### src/hw/rtl/metc_pkg.sv
// ----------------------------------------------------------------------------
// metc_pkg
// Shared types, constants and codes for the monthly energy trip control.
// ----------------------------------------------------------------------------
`default_nettype none

package metc_pkg;

  localparam int STAGES_DEF = 8;

  localparam int TIME_W     = 32;
  localparam int ENERGY_W   = 48;
  localparam int LIMIT_W    = 47;
  localparam int PCT_W      = 8;
  localparam int GAP_W      = 16;
  localparam int MASK_W     = 8;
  localparam int TURN_W     = 4;
  localparam int COUNT_W    = 16;

  // limit arithmetic
  localparam int PCT_DIV    = 100;
  localparam int PCT_BASE   = 100;
  localparam int ALARM_DEF  = 80;
  localparam int MUL_A_W    = 49;   // trip limit fits in 49 bits
  localparam int MUL_B_W    = 9;    // 100 + float fits in 9 bits
  localparam int MUL_P_W    = MUL_A_W + MUL_B_W;
  localparam int TRIP_W     = 49;
  localparam int ALARM_W    = 51;
  localparam int PROD_W     = 64;
  localparam int DIV_BITS   = 8;    // quotient bits per cycle
  localparam int DIV_STEPS  = PROD_W / DIV_BITS;
  localparam int REM_W      = $clog2(PCT_DIV);

  localparam logic [GAP_W-1:0] GAP_RESET = 16'd60;

  // configuration port
  localparam int CFG_IDX_W  = 3;
  localparam int CFG_DATA_W = LIMIT_W;

  typedef enum logic [CFG_IDX_W-1:0] {
    CFG_TURNS_MASK = 3'd0,
    CFG_BASE_LIMIT = 3'd1,
    CFG_FLOAT_PCT  = 3'd2,
    CFG_ALARM_PCT  = 3'd3,
    CFG_TRIP_GAP   = 3'd4
  } cfg_idx_t;

  typedef struct packed {
    logic                       enabled;
    logic [TIME_W-1:0]          now_seconds;
    logic                       month_changed;
    logic signed [ENERGY_W-1:0] month_energy;
    logic                       guarantee;
  } in_t;

  typedef struct packed {
    logic [MASK_W-1:0]  tripped_turns;
    logic               alarm_on;
    logic               over_limit;
    logic [TURN_W-1:0]  next_turn;
    logic [COUNT_W-1:0] trip_count;
  } out_t;

  typedef enum logic [3:0] {
    ST_IDLE,
    ST_PREP,
    ST_DIV1_GO,
    ST_DIV1,
    ST_MUL2,
    ST_DIV2_GO,
    ST_DIV2,
    ST_DECIDE,
    ST_WRITE
  } state_t;

  typedef struct packed {
    logic load_in;
    logic mul_en;
    logic mul_second;
    logic div_start;
    logic save_trip;
    logic decide;
    logic load_out;
  } cmd_t;

  typedef struct packed {
    logic skip_math;
    logic div_done;
    logic out_free;
  } status_t;

endpackage

`default_nettype wire

### src/hw/rtl/metc_div.sv
// ----------------------------------------------------------------------------
// metc_div
// Divide by 100, eight quotient bits per cycle with a narrow remainder.
// ----------------------------------------------------------------------------
`default_nettype none

module metc_div
  import metc_pkg::*;
(
  input  wire logic              clk,
  input  wire logic              rst,
  input  wire logic              start,
  input  wire logic [PROD_W-1:0] dividend,
  output logic                   done,
  output logic [PROD_W-1:0]      quotient
);

  localparam int CNT_W = $clog2(DIV_STEPS);
  localparam logic [CNT_W-1:0] CNT_LAST = CNT_W'(DIV_STEPS - 1);
  localparam logic [REM_W:0]   DIVISOR  = (REM_W + 1)'(PCT_DIV);

  logic [PROD_W-1:0] q, q_next;
  logic [REM_W-1:0]  rem, rem_next;
  logic [CNT_W-1:0]  cnt;
  logic              busy;
  logic [REM_W:0]    part;

  always_comb begin
    q_next   = q;
    rem_next = rem;
    part     = '0;
    for (int i = 0; i < DIV_BITS; i++) begin
      part   = {rem_next, q_next[PROD_W-1]};
      q_next = {q_next[PROD_W-2:0], 1'b0};
      if (part >= DIVISOR) begin
        rem_next  = REM_W'(part - DIVISOR);
        q_next[0] = 1'b1;
      end else begin
        rem_next = part[REM_W-1:0];
      end
    end
  end

  always_ff @(posedge clk) begin
    if (rst) begin
      busy <= 1'b0;
      cnt  <= '0;
    end else if (start) begin
      busy <= 1'b1;
      cnt  <= '0;
    end else if (busy) begin
      cnt <= cnt + 1'b1;
      if (cnt == CNT_LAST) begin
        busy <= 1'b0;
      end
    end
  end

  always_ff @(posedge clk) begin
    if (start) begin
      q   <= dividend;
      rem <= '0;
    end else if (busy) begin
      q   <= q_next;
      rem <= rem_next;
    end
  end

  assign done     = busy && (cnt == CNT_LAST);
  assign quotient = q;

endmodule

`default_nettype wire

### src/hw/rtl/metc_ctrl.sv
// ----------------------------------------------------------------------------
// metc_ctrl
// Sequencer: input capture, two multiply/divide passes unless skipped, decision, output.
// ----------------------------------------------------------------------------
`default_nettype none

module metc_ctrl
  import metc_pkg::*;
(
  input  wire logic    clk,
  input  wire logic    rst,
  input  wire logic    in_valid,
  output logic         in_ready,
  input  wire status_t status,
  output cmd_t         cmd
);

  state_t state, state_next;

  always_ff @(posedge clk) begin
    if (rst) begin
      state <= ST_IDLE;
    end else begin
      state <= state_next;
    end
  end

  always_comb begin
    state_next = state;
    unique case (state)
      ST_IDLE: begin
        if (in_valid) state_next = ST_PREP;
      end
      ST_PREP: begin
        // disabled, month change or no limit: nothing to compute
        state_next = status.skip_math ? ST_DECIDE : ST_DIV1_GO;
      end
      ST_DIV1_GO: state_next = ST_DIV1;
      ST_DIV1: begin
        if (status.div_done) state_next = ST_MUL2;
      end
      ST_MUL2:    state_next = ST_DIV2_GO;
      ST_DIV2_GO: state_next = ST_DIV2;
      ST_DIV2: begin
        if (status.div_done) state_next = ST_DECIDE;
      end
      ST_DECIDE:  state_next = ST_WRITE;
      ST_WRITE: begin
        if (status.out_free) state_next = ST_IDLE;
      end
      default:    state_next = ST_IDLE;
    endcase
  end

  always_comb begin
    cmd      = '0;
    in_ready = 1'b0;
    unique case (state)
      ST_IDLE: begin
        in_ready    = 1'b1;
        cmd.load_in = in_valid;
      end
      ST_PREP: begin
        cmd.mul_en = 1'b1;
      end
      ST_DIV1_GO, ST_DIV2_GO: begin
        cmd.div_start = 1'b1;
      end
      ST_MUL2: begin
        cmd.mul_en     = 1'b1;
        cmd.mul_second = 1'b1;
        cmd.save_trip  = 1'b1;
      end
      ST_DECIDE: begin
        cmd.decide = 1'b1;
      end
      ST_WRITE: begin
        cmd.load_out = status.out_free;
      end
      default: begin
        cmd = '0;
      end
    endcase
  end

endmodule

`default_nettype wire

### src/hw/rtl/metc_dp.sv
// ----------------------------------------------------------------------------
// metc_dp
// Datapath: configuration registers, limit arithmetic, trip state and the
// output register.
// ----------------------------------------------------------------------------
`default_nettype none

module metc_dp
  import metc_pkg::*;
#(
  parameter int STAGES = STAGES_DEF
)
(
  input  wire logic                  clk,
  input  wire logic                  rst,
  input  wire in_t                   in_data,
  input  wire logic                  cfg_we,
  input  wire logic [CFG_IDX_W-1:0]  cfg_index,
  input  wire logic [CFG_DATA_W-1:0] cfg_data,
  input  wire logic                  out_ready,
  output logic                       out_valid,
  output out_t                       out_data,
  input  wire cmd_t                  cmd,
  output status_t                    status
);

  localparam int IDX_W = (STAGES > 1) ? $clog2(STAGES) : 1;

  // configuration
  logic [MASK_W-1:0]  turns_mask;
  logic [LIMIT_W-1:0] base_limit;
  logic [PCT_W-1:0]   float_pct;
  logic [PCT_W-1:0]   alarm_pct;
  logic [GAP_W-1:0]   trip_gap;

  // control state
  logic [STAGES-1:0]  turn_state, turn_state_next;
  logic [TIME_W-1:0]  last_trip, last_trip_next;
  logic               alarm_flag, alarm_flag_next;
  logic               over_flag, over_flag_next;
  logic [COUNT_W-1:0] trips_done, trips_done_next;
  logic [TURN_W-1:0]  free_stage, free_stage_next;

  in_t                item;
  logic [PROD_W-1:0]  prod;
  logic [TRIP_W-1:0]  trip_limit;

  logic [MUL_A_W-1:0] mul_a;
  logic [MUL_B_W-1:0] mul_b;
  logic [MUL_P_W-1:0] mul_p;
  logic [PCT_W-1:0]   factor;

  logic               div_done;
  logic [PROD_W-1:0]  quotient;
  logic [ALARM_W-1:0] alarm_limit;

  logic [STAGES-1:0]  ctrl, masked, avail, onehot;
  logic [IDX_W-1:0]   idx;
  logic               has_free;
  logic [TURN_W-1:0]  free_code;
  logic               e_neg;
  logic [ENERGY_W-2:0] e_mag;
  logic               below_alarm, below_trip;
  logic [TIME_W-1:0]  last_eff;
  logic               wait_gap;

  always_ff @(posedge clk) begin
    if (rst) begin
      turns_mask <= '0;
      base_limit <= '0;
      float_pct  <= '0;
      alarm_pct  <= '0;
      trip_gap   <= GAP_RESET;
    end else if (cfg_we) begin
      unique case (cfg_index)
        CFG_TURNS_MASK: turns_mask <= cfg_data[MASK_W-1:0];
        CFG_BASE_LIMIT: base_limit <= cfg_data[LIMIT_W-1:0];
        CFG_FLOAT_PCT:  float_pct  <= cfg_data[PCT_W-1:0];
        CFG_ALARM_PCT:  alarm_pct  <= cfg_data[PCT_W-1:0];
        CFG_TRIP_GAP:   trip_gap   <= cfg_data[GAP_W-1:0];
        default: ;
      endcase
    end
  end

  always_ff @(posedge clk) begin
    if (cmd.load_in) begin
      item <= in_data;
    end
  end

  // shared multiplier: base * (100 + float), then trip limit * factor
  assign factor = (alarm_pct == '0) ? PCT_W'(ALARM_DEF) : alarm_pct;
  assign mul_a  = cmd.mul_second ? quotient[TRIP_W-1:0]
                                 : MUL_A_W'(base_limit);
  assign mul_b  = cmd.mul_second ? MUL_B_W'(factor)
                                 : MUL_B_W'(PCT_BASE) + MUL_B_W'(float_pct);
  assign mul_p  = mul_a * mul_b;

  always_ff @(posedge clk) begin
    if (cmd.mul_en) begin
      prod <= PROD_W'(mul_p);
    end
    if (cmd.save_trip) begin
      trip_limit <= quotient[TRIP_W-1:0];
    end
  end

  metc_div u_div (
    .clk      (clk),
    .rst      (rst),
    .start    (cmd.div_start),
    .dividend (prod),
    .done     (div_done),
    .quotient (quotient)
  );

  assign alarm_limit = quotient[ALARM_W-1:0];

  // stage selection
  assign ctrl   = turns_mask[STAGES-1:0];
  assign masked = turn_state & ctrl;
  assign avail  = ctrl & ~masked;

  always_comb begin
    has_free = 1'b0;
    idx      = '0;
    for (int k = STAGES - 1; k >= 0; k--) begin
      if (avail[k]) begin
        has_free = 1'b1;
        idx      = IDX_W'(k);
      end
    end
  end

  assign free_code = has_free ? TURN_W'(idx) + TURN_W'(1) : '0;
  assign onehot    = STAGES'(1) << idx;

  // limit compare; negative energy is unreadable and counts as low
  assign e_neg       = item.month_energy[ENERGY_W-1];
  assign e_mag       = item.month_energy[ENERGY_W-2:0];
  assign below_alarm = e_neg || (ALARM_W'(e_mag) < alarm_limit);
  assign below_trip  = e_neg || (TRIP_W'(e_mag) < trip_limit);

  // a clock that stepped back drops the spacing reference
  assign last_eff = (last_trip > item.now_seconds) ? '0 : last_trip;
  assign wait_gap = (last_eff != '0) &&
                    ({1'b0, item.now_seconds} <
                     ({1'b0, last_eff} + (TIME_W + 1)'(trip_gap)));

  always_comb begin
    turn_state_next = turn_state;
    last_trip_next  = last_trip;
    alarm_flag_next = alarm_flag;
    over_flag_next  = over_flag;
    trips_done_next = trips_done;
    free_stage_next = free_stage;
    if (!item.enabled || item.month_changed) begin
      turn_state_next = '0;
      last_trip_next  = '0;
      alarm_flag_next = 1'b0;
      over_flag_next  = 1'b0;
    end else begin
      turn_state_next = masked;
      free_stage_next = free_code;
      if (base_limit != '0) begin
        priority if (below_alarm) begin
          turn_state_next = '0;
          last_trip_next  = '0;
          alarm_flag_next = 1'b0;
          over_flag_next  = 1'b0;
        end else if (below_trip) begin
          turn_state_next = '0;
          last_trip_next  = '0;
          over_flag_next  = 1'b0;
          alarm_flag_next = has_free;
        end else if (item.guarantee) begin
          turn_state_next = '0;
          last_trip_next  = '0;
          alarm_flag_next = 1'b0;
          over_flag_next  = 1'b1;
        end else begin
          over_flag_next = 1'b1;
          if (!has_free) begin
            alarm_flag_next = 1'b0;
          end else begin
            alarm_flag_next = 1'b1;
            last_trip_next  = last_eff;
            if (!wait_gap) begin
              last_trip_next  = item.now_seconds;
              turn_state_next = masked | onehot;
              trips_done_next = trips_done + 1'b1;
            end
          end
        end
      end
    end
  end

  always_ff @(posedge clk) begin
    if (rst) begin
      turn_state <= '0;
      last_trip  <= '0;
      alarm_flag <= 1'b0;
      over_flag  <= 1'b0;
      trips_done <= '0;
      free_stage <= '0;
    end else if (cmd.decide) begin
      turn_state <= turn_state_next;
      last_trip  <= last_trip_next;
      alarm_flag <= alarm_flag_next;
      over_flag  <= over_flag_next;
      trips_done <= trips_done_next;
      free_stage <= free_stage_next;
    end
  end

  // output register
  always_ff @(posedge clk) begin
    if (rst) begin
      out_valid <= 1'b0;
    end else if (cmd.load_out) begin
      out_valid <= 1'b1;
    end else if (out_ready) begin
      out_valid <= 1'b0;
    end
  end

  always_ff @(posedge clk) begin
    if (cmd.load_out) begin
      out_data.tripped_turns <= MASK_W'(turn_state);
      out_data.alarm_on      <= alarm_flag;
      out_data.over_limit    <= over_flag;
      out_data.next_turn     <= free_stage;
      out_data.trip_count    <= trips_done;
    end
  end

  assign status.skip_math = !item.enabled || item.month_changed || (base_limit == '0);
  assign status.div_done  = div_done;
  assign status.out_free  = !out_valid || out_ready;

endmodule

`default_nettype wire

### src/hw/rtl/monthly_energy_trip_control.sv
// ----------------------------------------------------------------------------
// monthly_energy_trip_control
// Monthly energy limit with alarm zone and staged relay tripping.
// ----------------------------------------------------------------------------
// Usage:
//   in_*  : one evaluation tick per transaction (enable, time, month change,
//           month energy, guarantee flag).
//   out_* : one status result per tick (tripped stages, alarm, over limit,
//           next free stage, trip count).
//   cfg_* : register writes by index, always ready; write only while idle.
// Path from input transaction to out_valid: input capture, then two
//   multiply and divide-by-100 passes at 8 quotient bits per cycle, then the
//   decision; the passes are skipped when the block is disabled, the month
//   changed or the base limit is zero. Ticks are handled one at a time; the
//   next tick is taken in the cycle after the result is loaded.
// A result held by a stalled receiver does not block the next tick; only the
//   load of the following result waits for the output register to free up.
// Reset (rst, synchronous) clears the configuration to its defaults, the trip
//   state, the trip count and the output valid.
// ----------------------------------------------------------------------------
`default_nettype none

module monthly_energy_trip_control
  import metc_pkg::*;
#(
  parameter int STAGES = STAGES_DEF
)
(
  input  wire logic                  clk,
  input  wire logic                  rst,
  input  wire logic                  in_valid,
  output logic                       in_ready,
  input  wire in_t                   in_data,
  output logic                       out_valid,
  input  wire logic                  out_ready,
  output out_t                       out_data,
  input  wire logic                  cfg_valid,
  output logic                       cfg_ready,
  input  wire logic [CFG_IDX_W-1:0]  cfg_index,
  input  wire logic [CFG_DATA_W-1:0] cfg_data
);

  cmd_t    cmd;
  status_t status;

  assign cfg_ready = 1'b1;

  metc_ctrl u_ctrl (
    .clk      (clk),
    .rst      (rst),
    .in_valid (in_valid),
    .in_ready (in_ready),
    .status   (status),
    .cmd      (cmd)
  );

  metc_dp #(
    .STAGES (STAGES)
  ) u_dp (
    .clk       (clk),
    .rst       (rst),
    .in_data   (in_data),
    .cfg_we    (cfg_valid && cfg_ready),
    .cfg_index (cfg_index),
    .cfg_data  (cfg_data),
    .out_ready (out_ready),
    .out_valid (out_valid),
    .out_data  (out_data),
    .cmd       (cmd),
    .status    (status)
  );

endmodule

`default_nettype wire

### config.mk
export PLATFORM = sky130hd
export DESIGN_NAME = monthly_energy_trip_control
export DESIGN_NICKNAME = d
export VERILOG_FILES = /design/src/hw/rtl/metc_pkg.sv /design/src/hw/rtl/metc_div.sv /design/src/hw/rtl/metc_ctrl.sv /design/src/hw/rtl/metc_dp.sv /design/src/hw/rtl/monthly_energy_trip_control.sv
export SDC_FILE = /design/constraint.sdc
export NUM_CORES = 2
export LEC_CHECK = 0
export BUFFER_PORTS_ARGS = -buffer_cell sky130_fd_sc_hd__buf_2
export CORE_ASPECT_RATIO = 0.75
export CORE_MARGIN = 2
export CORE_UTILIZATION = 30
export DETAILED_ROUTE_END_ITERATION = 16
export PLACE_DENSITY_LB_ADDON = 0.15
export SKIP_CTS_REPAIR_TIMING = 1
export SKIP_LAST_GASP = 1
export SLEW_MARGIN = 15
export SYNTH_ARGS = -nofsm -noshare
export SYNTH_HDL_FRONTEND = slang
export SYNTH_HIERARCHICAL = 1
export SYNTH_SLANG_ARGS = --single-unit
### constraint.sdc
create_clock -name clk -period 16.1 [get_ports clk]
set_input_delay 1.61 -clock clk [delete_from_list [all_inputs] [get_ports clk]]
set_output_delay 1.61 -clock clk [all_outputs]
set_load 0.1 [all_outputs]
==> flow_summary.yaml <==
die:
  initial_core_util_pct: 30.2
  io_pins: 171
  die_h_um: 310
  die-area_um2: 128000
  coreArea_um2: 124000
  rows: 112
  die_x_um: 412
power_and_ir_drop:
  power.leakage_nw: 18.2
  p_total_mw: 8.66
  p_per_area_nw_per_um2: 206
  vdd_ir_drop_max_mv: 0.399
placement:
  pre_cts_ws_ps: 5470
  dpl.cell_count: 5538
  place_area_um2: 40100
  globalplace.congestion: 0.838
  place_hpwl_um: 89200
  numPortBuffers: 169
timing:
  skew_ps: 42.5
  finalWorstSetupSlack_ps: 5300
  slew_headroom_pct: 23.9
  maxSlewViolCount: 0
  setup_tns_ps: 0
  rsz0062_at_grt: "false"
  setup_viol: 0
  hold_violations: 0
  fin_crit_ps: 10800
  clock.fmax_ghz: 0.0926
  holdWs_ps: 429
  worst_slew_pin_slew_ps: 1130
  fin_crit_sh_pct: 67.1
worst_setup_path:
  crit_slowest_cell: "o41ai_4"
  crit_type: "flip-flop to flip-flop"
  crit_fanout: 9
  critPathLaunchType: "flip-flop"
  r2r_cells: 45
  end_kind: "flip-flop"
  critPathMaxStageDelay_ps: 600
  required_ps: 16520
  cp_common_cell: "ha_1"
  crit_arrival_ps: 11220
clock_network:
  cts-root-buf: "clkbuf_16"
  h-tree-depth: 2
  cts_tree: "done"
  clock_sinks: 449
  ctsLongestPathBuffers: 3
  clkLatencyLatePin_ps: 680
  cts_buffers: 55
  clkTransAtPathRegs_ps: 60
job:
  cap_violations: 0
route:
  dr.pass1.iters: 5
  vias: 28205
  route.detailed.drc: 0
  routedWlPerCell_um: 20.8
  first_iter_violations: 2113
  ant_nets: 0
  drt-vias-per-instance: 5.00
  totalWireLength_um: 117000
layout:
  final_cell_count_no_fill: 5645
  area_delta_synth_final_pct: 12.1
  layout.nets: 4676
  drive_above_1_share_pct: 12.3
  final_area_um2: 42000
  fill_cells: 12811
  finish.utilization_pct: 33.8
grt:
  use_met1_pct: 27.7
  antenna_found_initial: 11
  use_met2_pct: 27.1
  grt_max_degree: 119
  grt_usage_pct: 18.4
  grt-ovfl-total: 0
  grt_pass1_vias: 28280
  busiest_layer: "met1"
  grt_use_met3_pct: 3.22
  grt_pass1_wl_um: 179000
outcome:
  run_status: "finished clean"
worst_hold_path:
  hold_depth: 0
  hold_class: "flip-flop to flip-flop"
synthesis:
  yosysWarnings: 6
  synthCells: 3831
  syn_avg_cell_area_um2: 9.79
  synth.cell_area_um2: 37500
-- area by class of cell --
cell class                      instances  area, µm²  area share [%]
Antenna cell                            4       10.0          0.0238
Clock buffer                           78       1620            3.85
Clock inverter                         25        308           0.732
Inverter                              421       1580            3.76
Multi-Input combinational cell       2822      23600            56.1
Sequential cell                       449      11800            28.1
Tap cell                             1653       2070            4.92
Timing Repair Buffer                  193       1040            2.48
-- per-layer routing --
| layer | share of wire (%) | routed length, µm |
|---|---|---|
| met5 | 0.011 | 13 |
| met4 | 1.8 | 2140 |
| met3 | 6.1 | 7150 |
| met2 | 42 | 49600 |
| met1 | 50 | 58300 |
-- registers in the layout, summed over array words and instances (netlist names), 3 cells and up --
name and count:
u_dp/trip_gap 16, u_dp/base_limit 47, u_dp/turn_state 8, u_dp/ctrl 8, u_dp/last_trip 32, u_dp/trips_done 16
u_dp/u_div/rem 7, u_dp/u_div/cnt 3, u_ctrl/state 4, u_dp/free_stage 4, u_dp/out_data 30, u_dp/alarm_pct 8
u_dp/e_mag 47, u_dp/item 35, u_dp/prod 58, u_dp/float_pct 8, u_dp/trip_limit 49, u_dp/u_div/quotient 64
-- final timing paths --
kind / from / to / slack [ps]
min reg2reg: u_dp/free_stage[2] / u_dp/out_data[18] / 430
max: u_dp/u_div/rem[2] / u_dp/u_div/quotient[0] / 5300
max reg2reg: u_dp/u_div/rem[2] / u_dp/u_div/quotient[0] / 5300
min: u_dp/free_stage[2] / u_dp/out_data[18] / 430
-- critical path: cells and delay by family, from the launching register on --
kind	cells	cell delay, ps
compound gates	14	3350
simple gates	13	2450
fa+ha+maj	8	2150
mux	3	1070
xor+xnor	3	770
flops	1	380
buf+inv	4	360
-- layout by cell type (no fill, tap or decap), drive strengths merged, types with 71 or more instances in the layout --
| cell type | n |
|---|---|
| inv | 426 |
| edfxtp | 284 |
| nor2 | 250 |
| mux2 | 127 |
| a21oi | 224 |
| nand2 | 562 |
| nand3 | 71 |
| ha | 265 |
| o21ai | 110 |
| clkbuf | 78 |
| buf | 193 |
| fa | 331 |
| dfxtp | 165 |
-- where the power goes --
| group | leakage [nW] | switching, mW | internal [mW] |
|---|---|---|---|
| Sequential | 3.97 | 0.337 | 1.71 |
| Clock | 0.942 | 0.548 | 0.784 |
| Combinational | 13.3 | 3.28 | 2.00 |
Note: power is estimated with default switching activity, not from simulation.
